[src/sv/sthr_pkg.sv]
// shared types and constants for the shot timer hit recorder
package sthr_pkg;

   // field widths
   localparam int TYPE_W      = 3;
   localparam int TIME_W      = 32;
   localparam int STATION_W   = 8;
   localparam int PHASE_W     = 3;
   localparam int VHITS_W     = 6;
   localparam int MAXSHOT_W   = 6;
   localparam int PAR_W       = 20;
   localparam int GUARD_W     = 16;

   // port widths
   localparam int REQ_TDATA_W = 72;
   localparam int RSP_TDATA_W = 152;
   localparam int CSR_ADDR_W  = 2;
   localparam int CSR_DATA_W  = 20;

   // ring size default
   localparam int HIT_SLOTS_DEFAULT = 32;

   // slot memory word: station above time
   localparam int SLOT_W = STATION_W + TIME_W;

   // event kinds
   localparam logic [TYPE_W-1:0] REQ_START_NEW  = 3'd0;
   localparam logic [TYPE_W-1:0] REQ_MARK_START = 3'd1;
   localparam logic [TYPE_W-1:0] REQ_HIT        = 3'd2;
   localparam logic [TYPE_W-1:0] REQ_TICK       = 3'd3;
   localparam logic [TYPE_W-1:0] REQ_FORCE_STOP = 3'd4;
   localparam logic [TYPE_W-1:0] REQ_ABORT      = 3'd5;
   localparam logic [TYPE_W-1:0] REQ_CLEAR_DONE = 3'd6;

   // session phases
   localparam logic [PHASE_W-1:0] PH_IDLE    = 3'd0;
   localparam logic [PHASE_W-1:0] PH_ARMED   = 3'd1;
   localparam logic [PHASE_W-1:0] PH_RUNNING = 3'd2;
   localparam logic [PHASE_W-1:0] PH_CLEAR   = 3'd3;
   localparam logic [PHASE_W-1:0] PH_STOPPED = 3'd4;

   // register indexes
   localparam logic [CSR_ADDR_W-1:0] CSR_MAX_SHOTS     = 2'd0;
   localparam logic [CSR_ADDR_W-1:0] CSR_PAR_TIME      = 2'd1;
   localparam logic [CSR_ADDR_W-1:0] CSR_GUARD         = 2'd2;
   localparam logic [CSR_ADDR_W-1:0] CSR_RESERVE_FIRST = 2'd3;

   // result word, last member in the lowest bits
   typedef struct packed {
      logic [3:0]           pad;
      logic [TIME_W-1:0]    total_ms;
      logic                 auto_stopped;
      logic                 par_expired;
      logic [VHITS_W-1:0]   valid_hits;
      logic [TIME_W-1:0]    split_ms;
      logic [TIME_W-1:0]    elapsed_ms;
      logic [STATION_W-1:0] hit_station;
      logic [TIME_W-1:0]    shot_number;
      logic                 hit_accepted;
      logic [PHASE_W-1:0]   session_state;
   } rsp_word_type;

endpackage

[src/sv/sthr_ram.sv]
// generic single-port-write ram with registered read
module sthr_ram #(
   parameter int WIDTH = 8,
   parameter int DEPTH = 32
) (
   input  logic                     clock,
   input  logic                     we,
   input  logic [$clog2(DEPTH)-1:0] waddr,
   input  logic [WIDTH-1:0]         wdata,
   input  logic                     re,
   input  logic [$clog2(DEPTH)-1:0] raddr,
   output logic [WIDTH-1:0]         rdata
);

   logic [WIDTH-1:0] mem_ff [DEPTH];
   logic [WIDTH-1:0] rdata_ff;

   always_ff @(posedge clock) begin
      if (we) begin
         mem_ff[waddr] <= wdata;
      end
      if (re) begin
         rdata_ff <= mem_ff[raddr];
      end
   end

   assign rdata = rdata_ff;

endmodule

[src/sv/shot_timer_hit_recorder.sv]
// shot timer session recorder top level: event control, slot ring and result register
// an accepted word is latched, then run in EXEC, which loads the result and raises rsp_tvalid
// one word at a time, set by the slot ram: the previous-slot read is issued
//   at accept and its data is used, with the slot write, in the EXEC state
// a waiting result word blocks the next word's EXEC step only, not its accept
// reset (synchronous, active high) clears registers, session state and slot valid bits
module shot_timer_hit_recorder
#(
   parameter int HIT_SLOTS = sthr_pkg::HIT_SLOTS_DEFAULT
) (
   input  logic                             clock,
   input  logic                             reset,
   // event words
   input  logic                             req_tvalid,
   output logic                             req_tready,
   // now_ms, station, hit_ms
   input  logic [sthr_pkg::REQ_TDATA_W-1:0] req_tdata,
   // req_type
   input  logic [sthr_pkg::TYPE_W-1:0]      req_tuser,
   // result words
   output logic                             rsp_tvalid,
   input  logic                             rsp_tready,
   // session_state, hit_accepted, shot_number, hit_station, elapsed_ms,
   // split_ms, valid_hits, par_expired, auto_stopped, total_ms, zero pad
   output logic [sthr_pkg::RSP_TDATA_W-1:0] rsp_tdata,
   // register writes
   input  logic                             csr_we,
   input  logic [sthr_pkg::CSR_ADDR_W-1:0]  csr_addr,
   input  logic [sthr_pkg::CSR_DATA_W-1:0]  csr_wdata
);

   import sthr_pkg::*;

   // slot address and count widths
   localparam int AW = $clog2(HIT_SLOTS);
   localparam int CW = $clog2(HIT_SLOTS + 1);

   typedef enum logic [1:0] {
      ST_IDLE = 2'b01,
      ST_EXEC = 2'b10
   } ctl_state_type;

   // configuration registers
   logic [MAXSHOT_W-1:0] max_shots_ff;
   logic [PAR_W-1:0]     par_time_ff;
   logic [GUARD_W-1:0]   guard_ff;
   logic                 reserve_first_ff;

   // control
   ctl_state_type state_ff, state_in;
   logic          accept;
   logic          exec_go;
   logic          rsp_tvalid_ff, rsp_tvalid_in;

   // latched event word
   logic [TYPE_W-1:0]    req_type_ff;
   logic [TIME_W-1:0]    now_ff;
   logic [STATION_W-1:0] station_ff;
   logic [TIME_W-1:0]    htime_ff;

   // session state
   logic [PHASE_W-1:0] phase_ff, phase_in;
   logic               started_ff, started_in;
   logic [TIME_W-1:0]  shot_total_ff, shot_total_in;
   logic [CW-1:0]      lin_pos_ff, lin_pos_in;
   logic [TIME_W-1:0]  start_time_ff, start_time_in;
   logic [TIME_W-1:0]  guard_open_ff, guard_open_in;
   logic               par_armed_ff, par_armed_in;
   logic [TIME_W-1:0]  par_deadline_ff, par_deadline_in;
   logic [CW-1:0]      slot_count_ff, slot_count_in;
   // shot_total modulo the full ring and modulo the ring without slot zero
   logic [AW-1:0]      res_full_ff, res_full_in;
   logic [AW-1:0]      res_short_ff, res_short_in;
   logic [HIT_SLOTS-1:0] slot_valid_ff, slot_valid_in;

   // memory side
   logic [AW-1:0]     slot_cur;
   logic [AW-1:0]     rd_addr;
   logic              rd_valid_ff;
   logic [SLOT_W-1:0] rd_data;
   logic              mem_we;
   logic [TIME_W-1:0] prev_time;

   // hit datapath
   logic              lim_on;
   logic [TIME_W-1:0] limit;
   logic [TIME_W-1:0] guard_diff;
   logic [TIME_W-1:0] par_diff;
   logic              hit_ok;
   logic [TIME_W-1:0] new_total;
   logic [CW-1:0]     ring;
   logic [CW-1:0]     vhits_next;
   logic [TIME_W-1:0] elapsed;
   logic [TIME_W-1:0] split;
   logic              stop;

   rsp_word_type rsp_word_ff, rsp_word_in;

   // configuration writes
   always_ff @(posedge clock) begin
      if (reset) begin
         max_shots_ff     <= '0;
         par_time_ff      <= '0;
         guard_ff         <= '0;
         reserve_first_ff <= 1'b0;
      end else if (csr_we) begin
         case (csr_addr)
            CSR_MAX_SHOTS:     max_shots_ff     <= csr_wdata[MAXSHOT_W-1:0];
            CSR_PAR_TIME:      par_time_ff      <= csr_wdata[PAR_W-1:0];
            CSR_GUARD:         guard_ff         <= csr_wdata[GUARD_W-1:0];
            CSR_RESERVE_FIRST: reserve_first_ff <= csr_wdata[0];
            default: ;
         endcase
      end
   end

   // handshake: one word in flight, the EXEC step waits for a free result register
   assign req_tready = (state_ff == ST_IDLE);
   assign accept     = req_tvalid && req_tready;
   assign exec_go    = (state_ff == ST_EXEC) && (!rsp_tvalid_ff || rsp_tready);

   always_comb begin
      state_in = state_ff;
      case (state_ff)
         ST_IDLE: if (accept) state_in = ST_EXEC;
         ST_EXEC: if (exec_go) state_in = ST_IDLE;
         default: state_in = ST_IDLE;
      endcase
   end

   always_comb begin
      rsp_tvalid_in = rsp_tvalid_ff;
      if (exec_go) begin
         rsp_tvalid_in = 1'b1;
      end else if (rsp_tready) begin
         rsp_tvalid_in = 1'b0;
      end
   end

   // ring slot of the next hit: offset plus shot_total modulo ring size
   assign slot_cur = reserve_first_ff ? (res_short_ff + AW'(1)) : res_full_ff;

   // read the preceding slot for a hit, the last valid slot for clear done
   always_comb begin
      rd_addr = '0;
      if (req_tuser == REQ_HIT) begin
         if (slot_cur != '0) rd_addr = slot_cur - AW'(1);
      end else begin
         if (slot_count_ff != '0) rd_addr = AW'(slot_count_ff - CW'(1));
      end
   end

   sthr_ram #(
      .WIDTH (SLOT_W),
      .DEPTH (HIT_SLOTS)
   ) u_slot_ram (
      .clock (clock),
      .we    (mem_we),
      .waddr (slot_cur),
      .wdata ({station_ff, htime_ff}),
      .re    (accept),
      .raddr (rd_addr),
      .rdata (rd_data)
   );

   // slots cleared by start new read as zero
   assign prev_time = rd_valid_ff ? rd_data[TIME_W-1:0] : '0;

   // hit acceptance and figures
   assign lim_on     = (max_shots_ff != '0);
   assign limit      = (TIME_W'(max_shots_ff) > TIME_W'(HIT_SLOTS)) ?
                       TIME_W'(HIT_SLOTS) : TIME_W'(max_shots_ff);
   assign guard_diff = now_ff - guard_open_ff;
   assign par_diff   = now_ff - par_deadline_ff;
   assign hit_ok     = (phase_ff == PH_RUNNING) && !guard_diff[TIME_W-1] && started_ff &&
                       !(lim_on && (lin_pos_ff >= CW'(HIT_SLOTS)));
   assign new_total  = shot_total_ff + TIME_W'(1);
   assign ring       = reserve_first_ff ? CW'(HIT_SLOTS - 1) : CW'(HIT_SLOTS);
   assign vhits_next = (new_total < TIME_W'(ring)) ? CW'(new_total) : ring;
   assign elapsed    = (start_time_ff == '0) ? '0 : (htime_ff - start_time_ff);
   assign split      = (slot_cur == '0) ? elapsed : (htime_ff - prev_time);
   assign stop       = lim_on && (new_total >= limit);

   // event execution
   always_comb begin
      phase_in        = phase_ff;
      started_in      = started_ff;
      shot_total_in   = shot_total_ff;
      lin_pos_in      = lin_pos_ff;
      start_time_in   = start_time_ff;
      guard_open_in   = guard_open_ff;
      par_armed_in    = par_armed_ff;
      par_deadline_in = par_deadline_ff;
      slot_count_in   = slot_count_ff;
      res_full_in     = res_full_ff;
      res_short_in    = res_short_ff;
      slot_valid_in   = slot_valid_ff;
      mem_we          = 1'b0;
      rsp_word_in     = '0;
      if (exec_go) begin
         case (req_type_ff)
            REQ_START_NEW: begin
               slot_valid_in = '0;
               started_in    = 1'b1;
               shot_total_in = '0;
               lin_pos_in    = '0;
               start_time_in = '0;
               slot_count_in = '0;
               guard_open_in = '0;
               par_armed_in  = 1'b0;
               res_full_in   = '0;
               res_short_in  = '0;
               phase_in      = PH_ARMED;
            end
            REQ_MARK_START: begin
               if (started_ff) begin
                  start_time_in = now_ff;
                  guard_open_in = now_ff + TIME_W'(guard_ff);
                  phase_in      = PH_RUNNING;
                  if (par_time_ff != '0) begin
                     par_armed_in    = 1'b1;
                     par_deadline_in = now_ff + TIME_W'(par_time_ff);
                  end
               end
            end
            REQ_HIT: begin
               if (hit_ok) begin
                  mem_we                  = 1'b1;
                  slot_valid_in[slot_cur] = 1'b1;
                  shot_total_in           = new_total;
                  slot_count_in           = vhits_next;
                  // residues restart when the shot count wraps
                  if (new_total == '0) begin
                     res_full_in  = '0;
                     res_short_in = '0;
                  end else begin
                     res_full_in  = (res_full_ff == AW'(HIT_SLOTS - 1)) ?
                                    '0 : res_full_ff + AW'(1);
                     res_short_in = (res_short_ff == AW'(HIT_SLOTS - 2)) ?
                                    '0 : res_short_ff + AW'(1);
                  end
                  if (lin_pos_ff < CW'(HIT_SLOTS)) lin_pos_in = CW'(slot_cur) + CW'(1);
                  if (stop) begin
                     phase_in     = PH_CLEAR;
                     par_armed_in = 1'b0;
                  end
                  rsp_word_in.hit_accepted = 1'b1;
                  rsp_word_in.shot_number  = new_total;
                  rsp_word_in.hit_station  = station_ff;
                  rsp_word_in.elapsed_ms   = elapsed;
                  rsp_word_in.split_ms     = split;
                  rsp_word_in.valid_hits   = VHITS_W'(vhits_next);
                  rsp_word_in.auto_stopped = stop;
               end
            end
            REQ_TICK: begin
               if (par_armed_ff && (par_time_ff != '0)) begin
                  if (phase_ff != PH_RUNNING) begin
                     par_armed_in = 1'b0;
                  end else if (!par_diff[TIME_W-1]) begin
                     par_armed_in            = 1'b0;
                     rsp_word_in.par_expired = 1'b1;
                  end
               end
            end
            REQ_FORCE_STOP: begin
               par_armed_in = 1'b0;
               phase_in     = PH_CLEAR;
            end
            REQ_ABORT: begin
               par_armed_in = 1'b0;
               phase_in     = PH_IDLE;
            end
            REQ_CLEAR_DONE: begin
               if (phase_ff == PH_CLEAR) begin
                  lin_pos_in = '0;
                  phase_in   = PH_STOPPED;
                  if ((lin_pos_ff != '0) && started_ff && (slot_count_ff != '0) &&
                      (start_time_ff != '0)) begin
                     rsp_word_in.total_ms = prev_time - start_time_ff;
                  end
               end
            end
            default: ;
         endcase
         rsp_word_in.session_state = phase_in;
      end
   end

   // control and session registers
   always_ff @(posedge clock) begin
      if (reset) begin
         state_ff        <= ST_IDLE;
         rsp_tvalid_ff   <= 1'b0;
         phase_ff        <= PH_IDLE;
         started_ff      <= 1'b0;
         shot_total_ff   <= '0;
         lin_pos_ff      <= '0;
         start_time_ff   <= '0;
         guard_open_ff   <= '0;
         par_armed_ff    <= 1'b0;
         par_deadline_ff <= '0;
         slot_count_ff   <= '0;
         res_full_ff     <= '0;
         res_short_ff    <= '0;
         slot_valid_ff   <= '0;
      end else begin
         state_ff        <= state_in;
         rsp_tvalid_ff   <= rsp_tvalid_in;
         phase_ff        <= phase_in;
         started_ff      <= started_in;
         shot_total_ff   <= shot_total_in;
         lin_pos_ff      <= lin_pos_in;
         start_time_ff   <= start_time_in;
         guard_open_ff   <= guard_open_in;
         par_armed_ff    <= par_armed_in;
         par_deadline_ff <= par_deadline_in;
         slot_count_ff   <= slot_count_in;
         res_full_ff     <= res_full_in;
         res_short_ff    <= res_short_in;
         slot_valid_ff   <= slot_valid_in;
      end
   end

   // event word capture and result register
   always_ff @(posedge clock) begin
      if (accept) begin
         req_type_ff <= req_tuser;
         now_ff      <= req_tdata[TIME_W-1:0];
         station_ff  <= req_tdata[TIME_W+STATION_W-1:TIME_W];
         htime_ff    <= req_tdata[REQ_TDATA_W-1:TIME_W+STATION_W];
         rd_valid_ff <= slot_valid_ff[rd_addr];
      end
      if (exec_go) begin
         rsp_word_ff <= rsp_word_in;
      end
   end

   assign rsp_tvalid = rsp_tvalid_ff;
   assign rsp_tdata  = rsp_word_ff;

   // an accepted word holds off the next accept while it is in flight
   a_one_in_flight: assert property (@(posedge clock) disable iff (reset)
      accept |=> !req_tready)
      else $error("second word accepted while one is in flight");

   // linear position never passes the ring size
   a_lin_pos_range: assert property (@(posedge clock) disable iff (reset)
      lin_pos_ff <= CW'(HIT_SLOTS))
      else $error("linear position beyond ring size");

   // valid slot count never passes the ring size
   a_count_range: assert property (@(posedge clock) disable iff (reset)
      slot_count_ff <= CW'(HIT_SLOTS))
      else $error("slot count beyond ring size");

   // a slot is written only for a recorded hit and then shows up as valid
   a_write_valid: assert property (@(posedge clock) disable iff (reset)
      mem_we |=> slot_valid_ff[$past(slot_cur)])
      else $error("written slot not marked valid");

   // a result word never reports a hit and a par expiry together
   a_exclusive_flags: assert property (@(posedge clock) disable iff (reset)
      rsp_tvalid_ff |-> !(rsp_word_ff.hit_accepted && rsp_word_ff.par_expired))
      else $error("hit and par expiry in one word");

endmodule

[config.mk]
export PLATFORM = sky130hd
export DESIGN_NAME = shot_timer_hit_recorder
export DESIGN_NICKNAME = d
export VERILOG_FILES = /design/src/sv/sthr_pkg.sv /design/src/sv/sthr_ram.sv /design/src/sv/shot_timer_hit_recorder.sv
export SDC_FILE = /design/constraint.sdc
export NUM_CORES = 2
export LEC_CHECK = 0
export ABC_AREA = 0
export BUFFER_PORTS_ARGS = -buffer_cell sky130_fd_sc_hd__buf_2
export CORE_UTILIZATION = 63
export DETAILED_ROUTE_END_ITERATION = 6
export PLACE_DENSITY_LB_ADDON = 0.3
export SLEW_MARGIN = 10
export SYNTH_ARGS = -nofsm -noshare
export SYNTH_HDL_FRONTEND = slang
export SYNTH_HIERARCHICAL = 1
export SYNTH_SLANG_ARGS = --single-unit
[constraint.sdc]
create_clock -name clock -period 7.8 [get_ports clock]
set_input_delay 0.39 -clock clock [delete_from_list [all_inputs] [get_ports clock]]
set_output_delay 0.39 -clock clock [all_outputs]
set_load 0.02 [all_outputs]
==> summary.md <==
| Metric | Value |
|---|---|
| Run status | `finished, final reports clean` |
| Arrival time worst endpoint | `6.77 ns` |
| R2R cell count | `14` |
| Reg-to-reg setup timing slack | `1.42 ns` |
| Remaining antenna violation count | `0` |
| Worst r2r dst | `u_slot_ram/mem_ff[19][22]` |
| Slew of the pin with the lowest slew margin | `1.26 ns` |
| Power Density | `227 mW/mm^2` |
| Row count | `119` |
| IO Port Bufs | `251` |
| Post-CTS Setup Bufs | `0` |
| Final Critical Period | `6.38 ns` |
| Reg clk slew, reported paths | `0.06 ns` |
| RSZ-0062 raised after global routing | `false` |
| GP Congestion | `0.945` |
| DP HPWL | `107 mm` |
| Die Y | `330 um` |
| Post-Route Skew | `0.0344 ns` |
| CTS Hold Bufs | `96` |
| Startpoint types | `flip-flop` |
| Final WS setup | `1.42 ns` |
| Final period util | `0.818` |
| Final net count | `5811` |
| H-Tree Level Count | `4` |
| Largest net degree at the start of global routing | `129` |
| Final setup violation count | `0` |
| First-pass GRT wire length | `251 mm` |
| Tot Pwr | `17300 uW` |
| Yosys warns | `6` |
| Initial antenna violation count | `5` |
| Hold_ws | `0.0501 ns` |
| TritonCTS clock tree | `built` |
| FMAX | `157 MHz` |
| Hold WC Path Type | `in2reg` |
| Vias | `44300` |
| Crit path to | `u_slot_ram/mem_ff[19][22]` |
| DR WL/cell | `24.0 um` |
| CP startpoint | `now_ff[22]` |
| Routed WL | `168 mm` |
| Clock root buffer | `clkbuf_16` |
| R2r startpoint | `now_ff[22]` |
| Slew headroom | `0.157` |
| CTS Buf Count | `151` |
| P_leak | `0.0254 uW` |
| Core area | `0.106 mm^2` |
| Clock tree sinks | `1513` |
| Ports | `256` |
| Share of post-route cells with drive strength above 1 | `0.110` |
| Die W | `330 um` |
| Max-cap viol count | `0` |
| Mean post-synth cell area | `13.0 um^2` |
| Bufs on Longest Clock Path | `3` |
| Die area | `0.109 mm^2` |
| Hold Fails Final Rpt | `0` |
| Final Max Tran Viols | `0` |
| DRT iter0 DRCs | `4947` |
| Setup_tns | `0 ns` |
| CP Class | `reg2reg` |
| Gate Count Post-Synth | `5222` |
| Maximum VDD drop | `0.000219 V` |
| Initial core utilization | `0.639` |
| Final Cell Area | `0.0761 mm^2` |
| Mean number of vias per cell | `6.32` |
| Clock latency on the worst-skew pair | `0.80 ns` |
| Crit. End Element | `flip-flop` |
| Cell area after placement | `0.0701 mm^2` |
| Synthesized cell area | `0.0677 mm^2` |
| Grt total ovfl | `0` |
| Pre-CTS worst setup slack | `1.55 ns` |
| Vias in the first global route | `42800` |
| Layout Area Growth over Synthesis | `12.5%` |
| PostCTS Resize Cnt | `0` |
| # DRC | `0` |
| Critical Path Fanout Max | `32` |
| Total GRT Usage | `0.305` |
| DRT Pass-1 Iters | `6` |
| Worst Path Required | `8.19 ns` |
-- per-layer routing --
metal,GRT usage,wire length [um],vias up
met3,0.0425,14000,353
met1,0.418,67300,21700
met4,0.120,6210,6
met2,0.496,80600,2198
li1,-,-,20100
met5,0,40,-
-- registers in the layout, summed over array words and instances, names as in the netlist, 5 cells and up --
register / count
u_slot_ram/rdata: 32
guard_open_ff: 32
res_full_ff: 5
lin_pos_ff: 6
shot_total_ff: 32
par_deadline_ff: 32
rsp_tdata: 148
station_ff: 8
slot_valid_ff: 32
max_shots_ff: 6
start_time_ff: 32
par_time_ff: 20
slot_count_ff: 6
u_slot_ram/mem_ff: 1024
guard_ff: 16
htime_ff: 32
res_short_ff: 5
now_ff: 32
-- power breakdown --
group          switching [uW]  internal (uW)  leakage (uW)  total [uW]
Clock                    3150           4230       0.00245        7390
Sequential               72.4           8830        0.0135        8900
Combinational             649            371       0.00944        1020
Total                    3870          13400        0.0254       17300
-- how the worst min path moves through the flow --
stage                                    from                  end  slack [ns]  cells past startpoint
after floorplan                 lin_pos_ff[4]        lin_pos_ff[4]        0.43                      2
after global placement     par_deadline_ff[0]   par_deadline_ff[0]        0.44                      2
after detailed placement  par_deadline_ff[15]  par_deadline_ff[15]        0.45                      2
after CTS                               reset     reserve_first_ff        0.04                      2
after global routing                    reset     reserve_first_ff        0.08                      2
final                                   reset     shot_total_ff[0]        0.05                      2
-- critical path: stages (launching register included) --
cell and delay (ns):
edfxtp_1 0.53, ha_1 0.38, a2111oi_0 0.39, o21ai_0 0.15
o211ai_1 0.23, o211ai_1 0.28, or4b_1 0.55, and2_1 0.28
or2_2 0.34, inv_2 0.06, nand2_1 0.04, buf_4 0.26
inv_1 0.34, nand3_1 0.82, nor2_4 1.26
-- placed cells by master, fill, tap and decap left out, types with 70 or more instances in the layout --
master / count
nand2_1: 377
xor2_1: 70
dfxtp_1: 233
a22o_1: 82
nand3_1: 156
mux2i_1: 557
nor3_1: 96
nor2_1: 350
buf_2: 250
a31oi_1: 83
ha_1: 212
inv_1: 165
dlygate4sd3_1: 96
a21oi_1: 331
edfxtp_1: 1280
o21ai_0: 104
clkbuf_16: 153
xnor2_1: 113
a22oi_1: 144
-- metrics by stage --
stage / utilization / cells
floorplan: - / 5225
global placement: 0.662 / 6633
detailed placement: 0.662 / 6633
CTS: 0.719 / 7007
global route: 0.719 / 7009
finish: 0.719 / 7011
-- area by class of cell --
| type | count | area (um^2) |
|---|---|---|
| flip-flops and latches | 1513 | 43100 |
| clock inverters | 91 | 1070 |
| inverters | 168 | 636 |
| fillers | 6867 | 29700 |
| diodes | 3 | 7.51 |
| well taps | 1391 | 1740 |
| repair buffers | 414 | 2830 |
| clock buffers | 187 | 4020 |
| multi-input cells | 3244 | 22700 |
No activity file was read; power rests on OpenSTA's default activity.
